<file path="config.mk">
export PLATFORM = sky130hd
export DESIGN_NAME = divider_and_reload_timer_unit_flat
export DESIGN_NICKNAME = d
export VERILOG_FILES = /design/src/hdl/drtu_pkg.sv /design/src/hdl/drtu_ifs.sv /design/src/hdl/drtu_seq.sv /design/src/hdl/divider_and_reload_timer_unit.sv /design/src/flat_wrapper.sv
export SDC_FILE = /design/constraint.sdc
export NUM_CORES = 1
export LEC_CHECK = 0
export ABC_AREA = 1
export BUFFER_PORTS_ARGS = -buffer_cell sky130_fd_sc_hd__buf_4
export CELL_PAD_IN_SITES_DETAIL_PLACEMENT = 0
export CELL_PAD_IN_SITES_GLOBAL_PLACEMENT = 1
export CORE_MARGIN = 3
export CORE_UTILIZATION = 35
export DETAILED_ROUTE_END_ITERATION = 10
export PLACE_DENSITY = 0.6
export SYNTH_ARGS = -nofsm -noshare
export SYNTH_HDL_FRONTEND = slang
export SYNTH_SLANG_ARGS = --single-unit
</file>
<file path="constraint.sdc">
create_clock -name clk -period 4.35 [get_ports clk]
set_input_delay 0.2175 -clock clk [delete_from_list [all_inputs] [get_ports clk]]
set_output_delay 0.2175 -clock clk [all_outputs]
set_load 0.02 [all_outputs]
</file>
<file path="src/hdl/drtu_pkg.sv">
// ----------------------------------------------------------------------------
// drtu_pkg
// Types, register addresses and the control store of the divider and reload
// timer unit.
// ----------------------------------------------------------------------------
`default_nettype none

package drtu_pkg;

  typedef logic [1:0]  mode_t;
  typedef logic [15:0] addr_t;
  typedef logic [7:0]  byte_t;
  typedef logic [2:0]  pc_t;
  typedef logic [10:0] acc_t;

  localparam mode_t MODE_TICK  = 2'd0;
  localparam mode_t MODE_READ  = 2'd1;
  localparam mode_t MODE_WRITE = 2'd2;
  localparam mode_t MODE_TAKE  = 2'd3;

  localparam addr_t ADDR_DIVIDER = 16'hFF04;
  localparam addr_t ADDR_COUNTER = 16'hFF05;
  localparam addr_t ADDR_RELOAD  = 16'hFF06;
  localparam addr_t ADDR_CONTROL = 16'hFF07;

  localparam byte_t BYTE_ALL_ONES = 8'hFF;
  localparam logic [4:0] CTL_UPPER_ONES = 5'h1F;

  typedef enum logic [2:0] {
    OP_NOP,
    OP_TICK_START,
    OP_COUNT,
    OP_READ,
    OP_WRITE,
    OP_TAKE
  } op_t;

  typedef enum logic [1:0] {
    COND_NONE,
    COND_TIMER_OFF,
    COND_ACC_GE
  } cond_t;

  typedef struct packed {
    op_t   op;
    cond_t cond;
    pc_t   target;
    logic  last;
  } ctrl_word_t;

  typedef struct packed {
    logic timer_off;
    logic acc_ge;
  } seq_status_t;

  localparam pc_t PC_TICK_START = 3'd0;
  localparam pc_t PC_TICK_LOOP  = 3'd1;
  localparam pc_t PC_TICK_DONE  = 3'd2;
  localparam pc_t PC_READ       = 3'd3;
  localparam pc_t PC_WRITE      = 3'd4;
  localparam pc_t PC_TAKE       = 3'd5;

  function automatic ctrl_word_t rom_word(input pc_t pc);
    ctrl_word_t w;
    w = '{op: OP_NOP, cond: COND_NONE, target: PC_TICK_START, last: 1'b1};
    unique case (pc)
      PC_TICK_START: w = '{op: OP_TICK_START, cond: COND_TIMER_OFF,
                           target: PC_TICK_DONE, last: 1'b0};
      PC_TICK_LOOP:  w = '{op: OP_COUNT, cond: COND_ACC_GE,
                           target: PC_TICK_LOOP, last: 1'b0};
      PC_TICK_DONE:  w = '{op: OP_NOP, cond: COND_NONE,
                           target: PC_TICK_START, last: 1'b1};
      PC_READ:       w = '{op: OP_READ, cond: COND_NONE,
                           target: PC_TICK_START, last: 1'b1};
      PC_WRITE:      w = '{op: OP_WRITE, cond: COND_NONE,
                           target: PC_TICK_START, last: 1'b1};
      PC_TAKE:       w = '{op: OP_TAKE, cond: COND_NONE,
                           target: PC_TICK_START, last: 1'b1};
      default:       w = '{op: OP_NOP, cond: COND_NONE,
                           target: PC_TICK_START, last: 1'b1};
    endcase
    return w;
  endfunction

  function automatic pc_t entry_of(input mode_t mode);
    pc_t pc;
    unique case (mode)
      MODE_TICK:  pc = PC_TICK_START;
      MODE_READ:  pc = PC_READ;
      MODE_WRITE: pc = PC_WRITE;
      default:    pc = PC_TAKE;
    endcase
    return pc;
  endfunction

  function automatic acc_t period_of(input logic [1:0] sel);
    acc_t p;
    unique case (sel)
      2'd0:    p = 11'd1024;
      2'd1:    p = 11'd16;
      2'd2:    p = 11'd64;
      default: p = 11'd256;
    endcase
    return p;
  endfunction

endpackage

`default_nettype wire

</file>
<file path="src/hdl/drtu_ifs.sv">
// ----------------------------------------------------------------------------
// drtu_ifs
// Valid/ready channels of the timer unit: item beats in, result beats out.
// ----------------------------------------------------------------------------
`default_nettype none

interface drtu_in_if;
  logic            valid;
  logic            ready;
  drtu_pkg::mode_t mode;
  drtu_pkg::addr_t address;
  drtu_pkg::byte_t write_data;
  drtu_pkg::byte_t tick_cycles;

  modport source (output valid, output mode, output address, output write_data,
                  output tick_cycles, input ready);
  modport sink (input valid, input mode, input address, input write_data,
                input tick_cycles, output ready);
endinterface

interface drtu_out_if;
  logic            valid;
  logic            ready;
  drtu_pkg::byte_t read_data;
  logic            interrupt_taken;
  logic            interrupt_pending;

  modport source (output valid, output read_data, output interrupt_taken,
                  output interrupt_pending, input ready);
  modport sink (input valid, input read_data, input interrupt_taken,
                input interrupt_pending, output ready);
endinterface

`default_nettype wire

</file>
<file path="src/hdl/drtu_seq.sv">
// ----------------------------------------------------------------------------
// drtu_seq
// Step counter over the control store: dispatch on the item kind, fetch one
// control word per step, take conditional jumps on datapath status.
// ----------------------------------------------------------------------------
`default_nettype none

module drtu_seq (
  input  wire                     clk,
  input  wire                     rst_n,
  input  wire                     start,
  input  wire drtu_pkg::mode_t    start_mode,
  input  wire                     step_en,
  input  wire drtu_pkg::seq_status_t status,
  output drtu_pkg::ctrl_word_t    cw,
  output logic                    busy
);
  import drtu_pkg::*;

  pc_t  pc_r,   pc_nxt;
  logic busy_r, busy_nxt;
  logic jump;

  always_ff @(posedge clk) begin
    if (!rst_n) begin
      pc_r   <= PC_TICK_START;
      busy_r <= 1'b0;
    end else begin
      pc_r   <= pc_nxt;
      busy_r <= busy_nxt;
    end
  end

  always_comb begin
    cw       = rom_word(pc_r);
    busy     = busy_r;
    pc_nxt   = pc_r;
    busy_nxt = busy_r;
    unique case (cw.cond)
      COND_TIMER_OFF: jump = status.timer_off;
      COND_ACC_GE:    jump = status.acc_ge;
      default:        jump = 1'b0;
    endcase
    if (!busy_r) begin
      if (start) begin
        pc_nxt   = entry_of(start_mode);
        busy_nxt = 1'b1;
      end
    end else if (step_en) begin
      if (cw.last) begin
        busy_nxt = 1'b0;
      end else if (jump) begin
        pc_nxt = cw.target;
      end else begin
        pc_nxt = pc_r + 3'd1;
      end
    end
  end

endmodule

`default_nettype wire

</file>
<file path="src/hdl/divider_and_reload_timer_unit.sv">
// ----------------------------------------------------------------------------
// divider_and_reload_timer_unit
// Divider / counter / reload / control timer driven by a small microprogram.
//
// Items arrive on in_ch (valid/ready): tick, bus read, bus write or take
// interrupt. Each item yields exactly one result beat on out_ch holding
// the read byte, the taken flag and the pending interrupt flag.
// One item is worked on at a time; in_ch.ready is high whenever no program
// is running, also while a finished result still waits in the output
// register. Read, write and take run one step; a tick runs a start step,
// one step per counter increment owed (n, up to 79 with the period of 16
// and a large held phase) plus one, and a final step; with the timer
// disabled, it runs the start step and the final step. The counter loop
// sets how long a tick runs. The result is registered and shows on out_ch
// in the cycle after the last step.
// A stalled out_ch holds the result; a finished program waits on its last
// step until the output register frees up.
// Reset clears all timer registers, the interrupt flag and both channels.
// ----------------------------------------------------------------------------
`default_nettype none

module divider_and_reload_timer_unit (
  input  wire  clk,
  input  wire  rst_n,
  drtu_in_if.sink    in_ch,
  drtu_out_if.source out_ch
);
  import drtu_pkg::*;

  ctrl_word_t  cw;
  seq_status_t status;
  logic        busy;
  logic        step_en;
  logic        start;
  logic        fire_last;

  addr_t       addr_r;
  byte_t       data_r;
  byte_t       cycles_r;

  byte_t       div_count_r,   div_count_nxt;
  byte_t       div_phase_r,   div_phase_nxt;
  byte_t       counter_r,     counter_nxt;
  byte_t       reload_r,      reload_nxt;
  logic [2:0]  control_r,     control_nxt;
  logic [9:0]  cnt_phase_r,   cnt_phase_nxt;
  logic        flag_r,        flag_nxt;
  acc_t        acc_r,         acc_nxt;

  logic        out_valid_r;
  byte_t       out_rd_r,      out_rd_nxt;
  logic        out_taken_r,   out_taken_nxt;
  logic        out_pending_r;

  acc_t        period;
  logic [8:0]  div_sum;
  byte_t       read_mux;

  assign start     = in_ch.valid && !busy;
  assign step_en   = busy && !(cw.last && out_valid_r && !out_ch.ready);
  assign fire_last = step_en && cw.last;

  assign in_ch.ready              = !busy;
  assign out_ch.valid             = out_valid_r;
  assign out_ch.read_data         = out_rd_r;
  assign out_ch.interrupt_taken   = out_taken_r;
  assign out_ch.interrupt_pending = out_pending_r;

  assign period           = period_of(control_r[1:0]);
  assign status.timer_off = !control_r[2];
  assign status.acc_ge    = (acc_r >= period);

  drtu_seq u_seq (
    .clk        (clk),
    .rst_n      (rst_n),
    .start      (start),
    .start_mode (in_ch.mode),
    .step_en    (step_en),
    .status     (status),
    .cw         (cw),
    .busy       (busy)
  );

  always_comb begin
    div_sum = {1'b0, div_phase_r} + {1'b0, cycles_r};
    unique case (addr_r)
      ADDR_DIVIDER: read_mux = div_count_r;
      ADDR_COUNTER: read_mux = counter_r;
      ADDR_RELOAD:  read_mux = reload_r;
      ADDR_CONTROL: read_mux = {CTL_UPPER_ONES, control_r};
      default:      read_mux = BYTE_ALL_ONES;
    endcase

    div_count_nxt = div_count_r;
    div_phase_nxt = div_phase_r;
    counter_nxt   = counter_r;
    reload_nxt    = reload_r;
    control_nxt   = control_r;
    cnt_phase_nxt = cnt_phase_r;
    flag_nxt      = flag_r;
    acc_nxt       = acc_r;
    out_rd_nxt    = '0;
    out_taken_nxt = 1'b0;

    if (step_en) begin
      unique case (cw.op)
        OP_TICK_START: begin
          div_phase_nxt = div_sum[7:0];
          if (div_sum[8]) begin
            div_count_nxt = div_count_r + 8'd1;
          end
          acc_nxt = {1'b0, cnt_phase_r} + {3'b000, cycles_r};
        end
        OP_COUNT: begin
          if (status.acc_ge) begin
            acc_nxt = acc_r - period;
            if (counter_r == BYTE_ALL_ONES) begin
              counter_nxt = reload_r;
              flag_nxt    = 1'b1;
            end else begin
              counter_nxt = counter_r + 8'd1;
            end
          end else begin
            cnt_phase_nxt = acc_r[9:0];
          end
        end
        OP_READ: begin
          out_rd_nxt = read_mux;
        end
        OP_WRITE: begin
          unique case (addr_r)
            ADDR_DIVIDER: begin
              div_count_nxt = '0;
              div_phase_nxt = '0;
            end
            ADDR_COUNTER: counter_nxt = data_r;
            ADDR_RELOAD:  reload_nxt  = data_r;
            ADDR_CONTROL: control_nxt = data_r[2:0];
            default:      ;
          endcase
        end
        OP_TAKE: begin
          out_taken_nxt = flag_r;
          flag_nxt      = 1'b0;
        end
        default: ;
      endcase
    end
  end

  always_ff @(posedge clk) begin
    if (!rst_n) begin
      div_count_r <= '0;
      div_phase_r <= '0;
      counter_r   <= '0;
      reload_r    <= '0;
      control_r   <= '0;
      cnt_phase_r <= '0;
      flag_r      <= 1'b0;
      out_valid_r <= 1'b0;
    end else begin
      div_count_r <= div_count_nxt;
      div_phase_r <= div_phase_nxt;
      counter_r   <= counter_nxt;
      reload_r    <= reload_nxt;
      control_r   <= control_nxt;
      cnt_phase_r <= cnt_phase_nxt;
      flag_r      <= flag_nxt;
      if (fire_last) begin
        out_valid_r <= 1'b1;
      end else if (out_ch.ready) begin
        out_valid_r <= 1'b0;
      end
    end
  end

  always_ff @(posedge clk) begin
    acc_r <= acc_nxt;
    if (start) begin
      addr_r   <= in_ch.address;
      data_r   <= in_ch.write_data;
      cycles_r <= in_ch.tick_cycles;
    end
    if (fire_last) begin
      out_rd_r      <= out_rd_nxt;
      out_taken_r   <= out_taken_nxt;
      out_pending_r <= flag_nxt;
    end
  end

endmodule

`default_nettype wire
</file>
<file path="src/flat_wrapper.sv">
// flat-port wrapper written by rule: the top's interface ports become plain ports
module divider_and_reload_timer_unit_flat import drtu_pkg::*;
  (clk, rst_n, in_ch_valid, in_ch_mode, in_ch_address, in_ch_write_data, in_ch_tick_cycles, in_ch_ready, out_ch_valid, out_ch_read_data, out_ch_interrupt_taken, out_ch_interrupt_pending, out_ch_ready);
  drtu_in_if in_ch_i ();
  drtu_out_if out_ch_i ();
  input  wire clk;
  input  wire rst_n;
  input wire logic [$bits(in_ch_i.valid)-1:0] in_ch_valid;
  input wire logic [$bits(in_ch_i.mode)-1:0] in_ch_mode;
  input wire logic [$bits(in_ch_i.address)-1:0] in_ch_address;
  input wire logic [$bits(in_ch_i.write_data)-1:0] in_ch_write_data;
  input wire logic [$bits(in_ch_i.tick_cycles)-1:0] in_ch_tick_cycles;
  output wire logic [$bits(in_ch_i.ready)-1:0] in_ch_ready;
  output wire logic [$bits(out_ch_i.valid)-1:0] out_ch_valid;
  output wire logic [$bits(out_ch_i.read_data)-1:0] out_ch_read_data;
  output wire logic [$bits(out_ch_i.interrupt_taken)-1:0] out_ch_interrupt_taken;
  output wire logic [$bits(out_ch_i.interrupt_pending)-1:0] out_ch_interrupt_pending;
  input wire logic [$bits(out_ch_i.ready)-1:0] out_ch_ready;
  assign in_ch_i.valid = in_ch_valid;
  assign in_ch_i.mode = in_ch_mode;
  assign in_ch_i.address = in_ch_address;
  assign in_ch_i.write_data = in_ch_write_data;
  assign in_ch_i.tick_cycles = in_ch_tick_cycles;
  assign in_ch_ready = in_ch_i.ready;
  assign out_ch_valid = out_ch_i.valid;
  assign out_ch_read_data = out_ch_i.read_data;
  assign out_ch_interrupt_taken = out_ch_i.interrupt_taken;
  assign out_ch_interrupt_pending = out_ch_i.interrupt_pending;
  assign out_ch_i.ready = out_ch_ready;
  divider_and_reload_timer_unit u_core (.clk(clk), .rst_n(rst_n), .in_ch(in_ch_i), .out_ch(out_ch_i));
endmodule
</file>
* Yosys cells after proc, flatten, opt, wreduce, memory -nomap -nowiden
Cells that the tools add are included.
W data, S select, Z words.
** Word-level totals
- Flip-flop bits (word level) :: 104
- Input bits :: 38
- Output and inout port bits :: 12
- Logic and storage cells :: 108
** Cells by class
- Add/subtract/negate cells :: 6
- Order comparisons :: 1
- Equal/unequal tests :: 26
- Mux-type cells :: 30
- Bitwise logic cells :: 1
- Reductions and logical operators :: 27
** Operators with widths (count)
- $eq A16 B16 Y1 const B :: 4
- $pmux W8 S2 :: 3
- $pmux W9 S5 :: 1
- $mux W8 :: 5
- $pmux W11 S3 :: 1
- $pmux W8 S4 :: 1
- $pmux W11 S2 :: 1
- $reduce_and A3 Y1 :: 6
- $add A8 B1 Y8 const B :: 2
- $mux W3 :: 5
- $eq A3 B3 Y1 const B :: 4
- $add A10 B8 Y11 :: 1
- $ge A11 B11 Y1 :: 1
- $mux W11 :: 1
- $sub A11 B11 Y11 :: 1
- $reduce_bool A2 Y1 :: 5
- $add A8 B8 Y9 :: 1
- $eq A3 B2 Y1 const B :: 3
- $mux W1 :: 9
- $pmux W3 S3 :: 1
- $eq A8 B8 Y1 const B :: 1
- $ne A2 B2 Y1 const B :: 4
- $reduce_and A4 Y1 :: 2
- $eq A2 B1 Y1 const B :: 3
- other kinds (11) :: 25

* Longest topological paths before layout
Gate-level depths: netlist of run 1.
- Word-level depth :: 8
- Depth in mapped cells :: 15
- Gate-level depth less buffers :: 15

* Cells and area by module
Synthesis of run 1 repeated with hierarchy kept, for this count alone.
** Second synthesis, totals
- Cells, all modules :: 739
- Area, all modules :: 5850.6 um^2
** Modules (own cells, without submodules)
- divider_and_reload_timer_unit :: instances 1, cells each 658, area an instance 5343.9 um^2, sequential area each 2532.4 um^2
- drtu_seq :: instances 1, cells each 81, area an instance 506.7 um^2, sequential area each 80.1 um^2

* Least setup slack after synthesis of run 1
Ideal clock, no wire load.
- Path kind :: register to register
- Start :: register u_core.u_seq.pc_r[0]
- End :: register u_core.out_pending_r (netlist: u_core.out_ch.interrupt_pending) (enable)
- Setup time :: 338 ps
- Arrival :: 1841 ps
- Required time :: 4012 ps
- Setup slack :: 2172 ps
- Stages on the path, launching flop included :: 9
- Path buffers :: 1
- Period minus slack after synthesis :: 2178 ps
- Path through :: dfxtp_1 inv_1 ha_1 o21ai_2 nand4_2 nand2_4 buf_2 o21ai_0 inv_1
** Between the ends
- Word-level cells in the longest chain between the ends :: 7
- Elaborated cells on any way between the ends :: 11
- Those cells by class :: eq/ne (4); mux (1); reduce/logical (6)
** RTL lines
- from (decl) :: line drtu_seq.sv:20 : pc_t pc_r, pc_nxt;
- from (signal assigned) :: line drtu_seq.sv:29 : pc_r <= pc_nxt;
- $eq A3 B3 Y1, or another cell as far along :: line drtu_pkg.sv:66 : unique case (pc)
- $pmux W9 S5 (*) :: line drtu_pkg.sv:66
- $logic_and A1 B1 Y1 (2 in a row) :: line divider_and_reload_timer_unit.sv:60 : assign step_en = busy && !(cw.last && out_valid_r && !out_ch.ready);
- $logic_not A1 Y1 :: line divider_and_reload_timer_unit.sv:60
- $logic_and A1 B1 Y1 :: line divider_and_reload_timer_unit.sv:60
- $logic_and A1 B1 Y1 (*) :: line divider_and_reload_timer_unit.sv:61 : assign fire_last = step_en && cw.last;
- via u_core.fire_last :: line divider_and_reload_timer_unit.sv:35 : logic fire_last;
- to (signal assigned) :: line divider_and_reload_timer_unit.sv:187 : out_pending_r <= flag_nxt;
- to (decl) :: line divider_and_reload_timer_unit.sv:53 : logic out_pending_r;
The timed path passes the listed nets; every way through them passes the cells marked *.
A chain may end at the register's enable or synchronous reset.

* Worst setup path after layout of run 1
- Start :: register u_core.control_r[1]
- End :: register u_core.acc_r[7] (enable)
** Between the ends
- Word-level cells in the longest chain between the ends :: 5
- Elaborated cells on any way between the ends :: 7
- Those cells by class :: order compare (1); eq/ne (3); mux (1); reduce/logical (2)
** RTL lines
- from (decl) :: line divider_and_reload_timer_unit.sv:45 : logic [2:0] control_r, control_nxt;
- from (signal assigned) :: line divider_and_reload_timer_unit.sv:166 : control_r <= control_nxt;
- $eq A2 B2 Y1, or another cell as far along :: line drtu_pkg.sv:98 : unique case (sel)
- $pmux W11 S3 (*) :: line drtu_pkg.sv:98
- $ge A11 B11 Y1 (*) :: line divider_and_reload_timer_unit.sv:71 : assign status.acc_ge = (acc_r >= period);
- $ne A2 B2 Y1 (no source line) (*)
- $reduce_and A3 Y1 (no source line) (*)
- to (signal assigned) :: line divider_and_reload_timer_unit.sv:178 : acc_r <= acc_nxt;
- to (decl) :: line divider_and_reload_timer_unit.sv:48 : acc_t acc_r, acc_nxt;
Mark *: on every way between the ends. The rest lies on a longest branch, timed or not.

==> metrics.md, run 1 <==
| Metric | Value |
|---|---|
| Max Cap Viol | `0` |
| Number of hold-slack violations in the final timing report | `0` |
| Detailed-route DRC error count | `0` |
| X dimension of the die | `135 um` |
| Cell chosen for the clock root | `clkbuf_16` |
| Required time of the critical path | `4390 ps` |
| CP Capture Type | `flop` |
| Via density per instance | `4.89` |
| Instance count of the mapped netlist | `688` |
| Final critical-path required period | `2530 ps` |
| Count of unique library cells instantiated by Yosys | `49` |
| Antenna Violating Nets Remaining | `0` |
| Number of buffers created by CTS | `9` |
| Die Y-Extent | `135 um` |
| Delay contributed by the slowest stage of the critical path | `360 ps` |
| Cell area power density | `482 mW/mm^2` |
| Clock tree from TritonCTS | `yes` |
| Top cells by area, synth | `edfxtp_1 27%, dfxtp_1 18%, nand2_1 8.8%` |
| H-tree lvl count | `3` |
| Synth cell count leaders | `137 x nand2_1, 74 x inv_1, 61 x nor2_1` |
| Destination of the worst register-to-register timing path | `u_core.acc_r[7]` |
| Layout Area Growth over Synthesis | `14.7%` |
| Post-route clock period utilization | `58.0%` |
| Clock transition at the registers of the reported paths | `80 ps` |
| Yosys top cell area share | `27.3%` |
| Number of DRC markers in iteration 0 | `219` |
| Headroom to the max-slew limit | `56.9%` |
| Hold Buf Count CTS | `0` |
| Number of cells on the worst reg-to-reg path | `9` |
| Total negative setup slack | `0 ps` |
| Core outline area | `0.0161 sq mm` |
| RePlAce Congestion | `0.812` |
| Via count of the routed design | `4676` |
| Buffer levels on the longest clock path | `2` |
| Mean cell area of the mapped netlist | `8.46 sq um` |
| Sequential cell area fraction in the yosys report | `44.9%` |
| RSZ-0062 raised after global routing | `false` |
| Share of synthesized registers carrying an async set or reset | `0%` |
| Critical path's most frequent cell | `nand2_1` |
| Final HPWL DP | `11300 um` |
| First-pass iteration count of the detailed router | `4` |
| Worst setup path class | `reg -> reg` |
| Pin count of the biggest net entering global routing | `33` |
| Post-synthesis cell type with the largest combined area | `edfxtp_1` |
| Avg WL per Cell | `15.1 um` |
| Hold Path Cell Cnt | `1` |
| Post-CTS sizing | `0` |
| Number of global-route vias before repair | `4500` |
| Crit path arrival time | `2570 ps` |
| Initial antenna violation count | `0` |
| Worst-case vdd ir drop | `239 uV` |
| Number of top-level design ports | `50` |
| Most common cell in the netlist | `nand2_1` |
| Worst hold slack after final layout | `26.4 ps` |
| Tot GR Track Use | `16.7%` |
| # diodes | `0` |
| Clk sink count | `104` |
| Slew at the pin with the worst max-slew slack | `641 ps` |
| Worst Hold Path EP | `u_core.addr_r[3]` |
| Netlist Area Pre-Place | `0.00582 sq mm` |
| Total wire length | `14500 um` |
| Post-route non-filler standard cell count | `957` |
| Wire length of the first global-routing pass | `23700 um` |
| Overall power after layout | `3.22 mW` |
| Global-route congestion overflow total | `0` |
| Syn nets | `757` |
| Reg2reg start | `u_core.control_r[1]` |
| Primary flip-flop cell chosen by synthesis mapping | `edfxtp_1` |
| Maximum fanout encountered on the critical timing path | `11` |
| Number of buffers inserted by port buffering | `49` |
| Die Footprint | `0.0182 sq mm` |
| Row Count | `46` |
| Max Transition Viols Final | `0` |
| Startpoint of the most critical hold path | `in_ch_address[3]` |
| Internal reg-to-reg setup slack | `1820 ps` |
| Number of storage elements in the synthesis netlist | `104` |
| Number of buffers inserted to repair setup after CTS | `0` |
| Number of placed instances with taps included | `941` |
| Share of layout cells above drive strength 1 | `13.9%` |
| Hold Path Class | `in -> reg` |
| Critical-path top delay cell | `dfxtp_1` |
| Clock latency at the later pin of the worst-skew pair | `360 ps` |
| # nets final | `805` |
| Leak Pwr | `2.73 nW` |
| Setup violations, final | `0` |
| Post-synth EDFFs | `53` |
| Result of the run | `finished, final reports clean` |
| Fmax | `0.396 GHz` |
| Kind of start point of the critical path | `flop` |
| Worst clock skew | `8.05 ps` |
| Number of warning messages in the yosys log | `0` |
| Initial Util | `36.3%` |
| CP cell instances | `or2_2 > ha_1 > or2_2 > nand2_1 > nand3_1 > nor2_4 > nor2_4 > nand2_1 > nand2_1` |
-- cell families after synthesis --
logic type,after synthesis,share of synthesized area (%)
simple gates,297,24.4
compound gates,136,13.0
flops,104,44.9
buf+inv,96,7.18
fa+ha+maj,31,6.92
xor+xnor,22,3.31
mux,2,0.344
-- worst max-delay path by stage --
stage	from	end	slack, ps
floorplan	u_core.u_seq.pc_r[0]	u_core.out_ch.interrupt_pending	2170
global placement	u_core.control_r[1]	u_core.acc_r[7]	1860
detailed placement	u_core.u_seq.pc_r[0]	u_core.acc_r[6]	1820
CTS	u_core.control_r[1]	u_core.acc_r[6]	1800
global route	u_core.u_seq.pc_r[0]	u_core.acc_r[7]	1560
finish	u_core.control_r[1]	u_core.acc_r[7]	1820
-- critical path: cells and delay by family, from the launching register on --
family	cells	cell delay (ps)
adder cells (fa/ha/maj)	1	300
flip-flops	1	360
AND/OR/NAND/NOR	8	1540
-- metrics by stage --
| stage | worst slack [ps] | util [%] | area [sq um] |
|---|---|---|---|
| global route | 1560 | 41.6 | 6680 |
| CTS | 1800 | 41.6 | 6680 |
| global placement | 1860 | 39.7 | 6370 |
| detailed placement | 1820 | 39.7 | 6370 |
| floorplan | 2170 | - | 5820 |
| finish | 1820 | 41.6 | 6680 |
-- report_power, final --
part	switching (mW)	total (mW)	internal (mW)
Sequential	0.106	1.31	1.21
Clock	0.401	0.859	0.458
Combinational	0.698	1.05	0.349
Total	1.20	3.22	2.01
-- routing by layer --
layer | vias to the layer above | GRT usage, % | routed length, um
li1 | 2425 | - | -
met1 | 2148 | 25.2 | 7480
met2 | 87 | 24.4 | 6210
met3 | 16 | 2.24 | 548
met4 | 0 | 5.60 | 252
met5 | - | 0 | 0
-- placed cells by master (no fill, tap or decap), types with 6 or more instances in the layout --
cell type / count
buf_4: 51
clkbuf_16: 9
nor2_1: 61
nor3_1: 9
nand2_1: 137
nand4_1: 10
nor2_4: 6
nand3_1: 41
nand2_2: 7
inv_1: 74
o22ai_1: 7
o211ai_1: 6
ha_1: 29
a21oi_1: 58
edfxtp_1: 53
o21ai_0: 41
xor2_1: 19
dfxtp_1: 51
nand3b_1: 7
-- cell type report --
| cell class | count | area [sq um] |
|---|---|---|
| Clock inverter | 7 | 82.6 |
| Timing Repair Buffer | 51 | 383 |
| Multi-Input combinational cell | 488 | 2790 |
| Fill cell | 1608 | 9380 |
| Inverter | 82 | 314 |
| Sequential cell | 104 | 2610 |
| Tap cell | 216 | 270 |
| Clock buffer | 9 | 225 |
-- flip-flops by register name, summed over array words and instances (netlist names), 8 cells and up --
name	flops
u_core.addr_r	16
u_core.acc_r	11
u_core.cnt_phase_r	10
u_core.counter_r	8
u_core.cycles_r	8
u_core.data_r	8
u_core.div_count_r	8
u_core.div_phase_r	8
u_core.out_ch.read_data	8
u_core.reload_r	8
Note: power is estimated with default switching activity, not from simulation.
==> run 2: changes to the inputs <==
PLACE_DENSITY = 0.63   (was 0.6)
clock period = 2.15 ns   (was 4.35 ns; I/O delays follow)
==> run 2 against run 1 <==
  * Cell area rose by 15%
  * Combinational power grew to 2.7 times the previous value
  * Via count rose by 7.9%
  * Clock power is 99% higher
  * Cell count increased by 9.2%
  * Flip-flop and latch count stayed put
  * Sequential power increased by 100%
  * First-iteration DRC count is 40% higher
  * Critical path depth up 4
  * Wire length is 4.6% higher
==> metrics.md, run 2 (same netlist as run 1, synthesis figures left out) <==
| Metric | Value |
|---|---|
| Tot GR Track Use | `17.0% (was 16.7%)` |
| Buffer levels on the longest clock path | `2 (unchanged)` |
| RePlAce Congestion | `0.845 (was 0.812)` |
| Worst clock skew | `15.1 ps (was 8.05 ps)` |
| Fmax | `0.480 GHz (was 0.396 GHz)` |
| Cell area power density | `940 mW/mm^2 (was 482 mW/mm^2)` |
| Number of placed instances with taps included | `989 (was 941)` |
| Cell chosen for the clock root | `clkbuf_16 (unchanged)` |
| Share of total power consumed by net switching | `37.5% (was 37.4%)` |
| Initial Util | `36.3% (unchanged)` |
| Wire length of the first global-routing pass | `24700 um (was 23700 um)` |
| Design internal power | `4.51 mW (was 2.01 mW)` |
| Crit path arrival time | `2380 ps (was 2570 ps)` |
| Initial antenna violation count | `0 (unchanged)` |
| # diodes | `0 (unchanged)` |
| Pin count of the biggest net entering global routing | `30 (was 33)` |
| Required time of the critical path | `2440 ps (was 4390 ps)` |
| Sequential share of power | `36.6% (was 40.8%)` |
| Result of the run | `finished, final reports clean (unchanged)` |
| Highest-count cells in the layout ignoring fill and taps | `132 x nand2_1, 100 x buf_4, 70 x inv_1 (was 137 x nand2_1, 74 x inv_1, 61 x nor2_1)` |
| Max Transition Viols Final | `0 (unchanged)` |
| Slew at the pin with the worst max-slew slack | `498 ps (was 641 ps)` |
| Row Count | `46 (unchanged)` |
| Clock latency at the later pin of the worst-skew pair | `370 ps (was 360 ps)` |
| Number of top-level design ports | `50 (unchanged)` |
| Kind of start point of the critical path | `flop (unchanged)` |
| Die Y-Extent | `135 um (unchanged)` |
| Number of buffers created by CTS | `9 (unchanged)` |
| Detailed-route DRC error count | `0 (unchanged)` |
| Maximum fanout encountered on the critical timing path | `9 (was 11)` |
| H-tree lvl count | `3 (unchanged)` |
| Worst setup path class | `reg -> reg (unchanged)` |
| Final HPWL DP | `11400 um (was 11300 um)` |
| Share of total power in combinational logic | `39.7% (was 32.6%)` |
| Global-route congestion overflow total | `0 (unchanged)` |
| Overall power after layout | `7.22 mW (was 3.22 mW)` |
| Hold Path Class | `in -> reg (unchanged)` |
| Worst hold slack after final layout | `20.0 ps (was 26.4 ps)` |
| Most flop-heavy register | `u_core.addr_r (unchanged)` |
| Most common cell after layout, fill and taps aside | `nand2_1 (unchanged)` |
| Number of hold-slack violations in the final timing report | `0 (unchanged)` |
| # nets final | `893 (was 805)` |
| Max Cap Viol | `0 (unchanged)` |
| RSZ-0062 raised after global routing | `true (was false)` |
| Avg WL per Cell | `14.5 um (was 15.1 um)` |
| Clock network fraction of design power | `23.7% (was 26.7%)` |
| Net load switching power | `2.71 mW (was 1.20 mW)` |
| CP Capture Type | `flop (unchanged)` |
| Post-route non-filler standard cell count | `1045 (was 957)` |
| Layout Area Growth over Synthesis | `31.9% (was 14.7%)` |
| First-pass iteration count of the detailed router | `5 (was 4)` |
| Internal reg-to-reg setup slack | `70 ps (was 1820 ps)` |
| Leak Pwr | `3.16 nW (was 2.73 nW)` |
| Share of layout cells above drive strength 1 | `24.1% (was 13.9%)` |
| Via count of the routed design | `5045 (was 4676)` |
| Smallest setup slack after layout | `65.6 ps (was 1820 ps)` |
| Core outline area | `0.0161 sq mm (unchanged)` |
| Setup violations, final | `0 (unchanged)` |
| Die Footprint | `0.0182 sq mm (unchanged)` |
| Max FFs per register | `16 (unchanged)` |
| Total wire length | `15200 um (was 14500 um)` |
| Share of the core filled with cells in the final layout | `47.8% (was 41.6%)` |
| Final critical-path required period | `2080 ps (was 2530 ps)` |
| Number of DRC markers in iteration 0 | `307 (was 219)` |
| Number of buffers inserted by port buffering | `49 (unchanged)` |
| X dimension of the die | `135 um (unchanged)` |
| Number of global-route vias before repair | `4893 (was 4500)` |
| Clk sink count | `104 (unchanged)` |
| Via density per instance | `4.83 (was 4.89)` |
| Clock tree from TritonCTS | `yes (unchanged)` |
| Worst-case vdd ir drop | `448 uV (was 239 uV)` |
| Headroom to the max-slew limit | `66.7% (was 56.9%)` |
| Pre-CTS WS | `-24.2 ps (was 1820 ps)` |
| Post-route clock period utilization | `96.9% (was 58.0%)` |
| Clock transition at the registers of the reported paths | `80 ps (about the same)` |
| Antenna Violating Nets Remaining | `0 (unchanged)` |
| Regs by FF count | `u_core.addr_r (16), u_core.acc_r (11), u_core.cnt_phase_r (10) (unchanged)` |
## run 2: power groups by stage
| stage | clock (mW) | combinational, mW | sequential [mW] |
|---|---|---|---|
| 5_1_grt | 1.81 | 3.17 | 2.68 |
| 2_1_floorplan | 0 | 1.53 | 2.70 |
| 3_3_place_gp | 0 | 2.46 | 2.67 |
| 3_5_place_dp | 0 | 2.49 | 2.67 |
| 6_report | 1.71 | 2.87 | 2.64 |
| 4_1_cts | 1.74 | 2.56 | 2.63 |
## run 2: repair_timing
item	4_1_cts	5_1_grt
gates cloned	0	0
endpoints found under the setup margin	13	85
setup buffers	0	8
hold buffers	32	0
pin swaps	1	15
gates resized for setup	2	54
hold endpoints to repair	32	0
## run 2: per-stage QoR
stage	cell area, sq um	TNS [ps]
after floorplan	5820	0
after global placement	6750	0
after detailed placement	6750	-128
after CTS	7380	0
after global routing	7680	-265
final	7680	0
## run 2: cell type report
type                            instances  area (sq um)
Fill cell                            1560          8380
Multi-Input combinational cell        488          3000
Sequential cell                       104          2620
Timing Repair Buffer                  139          1180
Inverter                               82           315
Tap cell                              216           270
Clock buffer                            9           225
Clock inverter                          7          81.3
## run 2: final timing paths
check	from	end	cells after the start
worst max-delay path	u_core.cycles_r[0]	u_core.div_count_r[3]	13
worst min-delay path	in_ch_valid	u_core.u_seq.busy	3
worst max register to register	u_core.cycles_r[0]	u_core.div_count_r[3]	13
worst min register to register	u_core.cnt_phase_r[4]	u_core.cnt_phase_r[4]	2
## run 2: routing by layer
metal	vias to the layer above	track usage (%)	routed length, um
met3	14	2.46	507
li1	2604	-	-
met4	0	5.10	200
met5	-	0	0
met2	100	25.8	6590
met1	2327	25.2	7860
## run 2: worst max-delay path, cell delays in order, from the launching register on
cell	delay [ps]
edfxtp_1	430
ha_2	230
fa_2	350
nand3_2	70
nand2_2	60
nand4_1	70
nand2_1	80
nor2_1	120
buf_4	150
nor2_4	40
buf_12	140
nand2_8	80
nand2_1	60
a21oi_1	130
==> run 3: changes to the inputs <==
CORE_UTILIZATION = 41   (was 35)
PLACE_DENSITY = 0.72   (was 0.63)
==> run 3 against run 2 <==
  * Cell area is 4.6% lower
  * Wire length fell by 7.1%
  * First-iteration DRC count decreased by 13%
  * Highest routed layer unchanged
  * Largest power group is now sequential cells
==> metrics.md, run 3 (same netlist as run 1, synthesis figures left out) <==
| Metric | Value |
|---|---|
| Initial antenna violation count | `0 (unchanged)` |
| Required time of the critical path | `2250 ps (was 2440 ps)` |
| Clock latency at the later pin of the worst-skew pair | `360 ps (was 370 ps)` |
| Via count of the routed design | `4925 (was 5045)` |
| Number of buffers inserted by port buffering | `49 (unchanged)` |
| Leak Pwr | `3.02 nW (was 3.16 nW)` |
| X dimension of the die | `125 um (was 135 um)` |
| Number of buffers created by CTS | `9 (unchanged)` |
| Die Footprint | `0.0157 sq mm (was 0.0182 sq mm)` |
| Max Transition Viols Final | `0 (unchanged)` |
| Via density per instance | `5.03 (was 4.83)` |
| Critical-path top delay cell | `dfxtp_2 (was edfxtp_1)` |
| Fmax | `0.487 GHz (was 0.480 GHz)` |
| Setup violations, final | `0 (unchanged)` |
| # nets final | `867 (was 893)` |
| Buffer levels on the longest clock path | `2 (unchanged)` |
| Number of global-route vias before repair | `4745 (was 4893)` |
| Max Cap Viol | `0 (unchanged)` |
| Tot GR Track Use | `18.1% (was 17.0%)` |
| H-tree lvl count | `3 (unchanged)` |
| Reg2reg start | `u_core.control_r[0] (was u_core.cycles_r[0])` |
| RePlAce Congestion | `0.837 (was 0.845)` |
| Worst clock skew | `7.93 ps (was 15.1 ps)` |
| First-pass iteration count of the detailed router | `6 (was 5)` |
| Kind of start point of the critical path | `flop (unchanged)` |
| Worst setup path class | `reg -> reg (unchanged)` |
| Initial Util | `42.9% (was 36.3%)` |
| Pre-CTS WS | `-83.4 ps (was -24.2 ps)` |
| Crit path arrival time | `2160 ps (was 2380 ps)` |
| Avg WL per Cell | `14.4 um (was 14.5 um)` |
| Wire length of the first global-routing pass | `23100 um (was 24700 um)` |
| Number of hold-slack violations in the final timing report | `0 (unchanged)` |
| Final HPWL DP | `10300 um (was 11400 um)` |
| Share of layout cells above drive strength 1 | `19.3% (was 24.1%)` |
| # diodes | `0 (unchanged)` |
| Layout Area Growth over Synthesis | `25.8% (was 31.9%)` |
| Startpoint of the most critical hold path | `in_ch_valid (unchanged)` |
| Highest-count cells in the layout ignoring fill and taps | `135 x nand2_1, 78 x buf_4, 71 x inv_1 (was 132 x nand2_1, 100 x buf_4, 70 x inv_1)` |
| Cell area power density | `931 mW/mm^2 (was 940 mW/mm^2)` |
| Headroom to the max-slew limit | `68.8% (was 66.7%)` |
| Max FFs per register | `16 (unchanged)` |
| Smallest setup slack after layout | `97.9 ps (was 65.6 ps)` |
| Final critical-path required period | `2050 ps (was 2080 ps)` |
| Number of top-level design ports | `50 (unchanged)` |
| Regs by FF count | `u_core.addr_r (16), u_core.acc_r (11), u_core.cnt_phase_r (10) (unchanged)` |
| Fill cell total of the finished layout | `1231 (was 1560)` |
| Delay contributed by the slowest stage of the critical path | `330 ps (was 430 ps)` |
| Global-route congestion overflow total | `0 (unchanged)` |
| Overall power after layout | `6.82 mW (was 7.22 mW)` |
| Final standard cell area without fillers | `0.00732 sq mm (was 0.00768 sq mm)` |
| Worst hold slack after final layout | `17.5 ps (was 20.0 ps)` |
| Total negative setup slack | `0 ps (unchanged)` |
| Clk sink count | `104 (unchanged)` |
| Post-placement cell area | `0.00653 sq mm (was 0.00675 sq mm)` |
| Total wire length | `14100 um (was 15200 um)` |
| Row Count | `42 (was 46)` |
| Slew at the pin with the worst max-slew slack | `465 ps (was 498 ps)` |
| Cell chosen for the clock root | `clkbuf_16 (unchanged)` |
| Clock transition at the registers of the reported paths | `80 ps (about the same)` |
| Worst-case vdd ir drop | `616 uV (was 448 uV)` |
| Core outline area | `0.0136 sq mm (was 0.0161 sq mm)` |
| Detailed-route DRC error count | `0 (unchanged)` |
| Most common cell after layout, fill and taps aside | `nand2_1 (unchanged)` |
| Post-route clock period utilization | `95.4% (was 96.9%)` |
| Hold Path Cell Cnt | `3 (unchanged)` |
| Antenna Violating Nets Remaining | `0 (unchanged)` |
| CP cell instances | `or2_2 > ha_4 > or2_2 > nand2_1 > nand3_2 > nor2_4 > nor2_4 > nand2_1 > nand2_4 (was ha_2 > fa_2 > nand3_2 > nand2_2 > nand4_1 > nand2_1 > nor2_1 > buf_4 > nor2_4 > buf_12 > nand2_8 > nand2_1 > a21oi_1)` |
| Number of cells on the worst reg-to-reg path | `9 (was 13)` |
| Most flop-heavy register | `u_core.addr_r (unchanged)` |
| Number of DRC markers in iteration 0 | `268 (was 307)` |
| Maximum fanout encountered on the critical timing path | `7 (was 9)` |
| Result of the run | `finished, final reports clean (unchanged)` |
| Critical Path Source | `u_core.control_r[0] (was u_core.cycles_r[0])` |
| Clock tree from TritonCTS | `yes (unchanged)` |
| CP Capture Type | `flop (unchanged)` |
| Pin count of the biggest net entering global routing | `33 (was 30)` |
| Die Y-Extent | `125 um (was 135 um)` |
| Hold Path Class | `in -> reg (unchanged)` |
==> run 3: changes by cell type in the layout (fill, tap and decap cells not counted), moves of 3 or more <==
| cell | previous run | this run |
|---|---|---|
| buf_4 | 100 | 78 |
| a21oi_1 | 49 | 55 |
| buf_12 | 3 | 0 |
| nand2_2 | 10 | 6 |
| nand2_1 | 132 | 135 |
| a21oi_2 | 10 | 3 |
==> run 3: path summary, 6_finish.rpt <==
check | slack, ps | end
min reg2reg | 470 | u_core.div_count_r[6]
max reg2reg | 100 | u_core.acc_r[4]
min | 20 | u_core.u_seq.busy
max | 100 | u_core.acc_r[4]
==> run 3: cell type report <==
class,count,area (sq um),area share (%)
clock buffer,9,225,3.07
clock inverter,7,82.6,1.13
inverter,82,315,4.30
multi-input combinational,489,2940,40.1
sequential,104,2620,35.7
tap,176,220,3.01
timing repair buffer,112,928,12.7
==> run 3: worst max-delay path, delay by kind of cell (launching register included) <==
| family | cells | cell delay (ps) |
|---|---|---|
| and+or+nand+nor | 8 | 1240 |
| adders and majority gates | 1 | 220 |
| DFF | 1 | 330 |
==> run 3: report_power, final <==
part	switching [mW]	total [mW]	internal, mW
sequential	0.190	2.63	2.44
clock	0.832	1.67	0.835
combinational	1.55	2.52	0.974
total	2.57	6.82	4.25
==> run 3: per-layer routing <==
| layer | wire length [um] | track usage (%) | up-vias |
|---|---|---|---|
| li1 | - | - | 2545 |
| met1 | 6810 | 24.4 | 2285 |
| met2 | 6650 | 29.7 | 88 |
| met3 | 520 | 4.90 | 7 |
| met4 | 95 | 3.00 | 0 |
| met5 | 0 | 0 | - |
==> run 3: through the flow <==
stage / std cells / util, %
4_1_cts: 976 / 53.0
6_report: 979 / 54.0
2_1_floorplan: 688 / -
5_1_grt: 979 / 54.0
3_3_place_gp: 928 / 48.1
3_5_place_dp: 928 / 48.1
==> run 3: what timing repair did <==
item / 4_1_cts / 5_1_grt
resized for setup: 7 / 30
endpoints found under the setup margin: 19 / 64
pin swaps: 1 / 6
hold buffers: 32 / 0
cloned: 0 / 1
endpoints found under the hold margin: 32 / 0
buffers inserted: 0 / 2
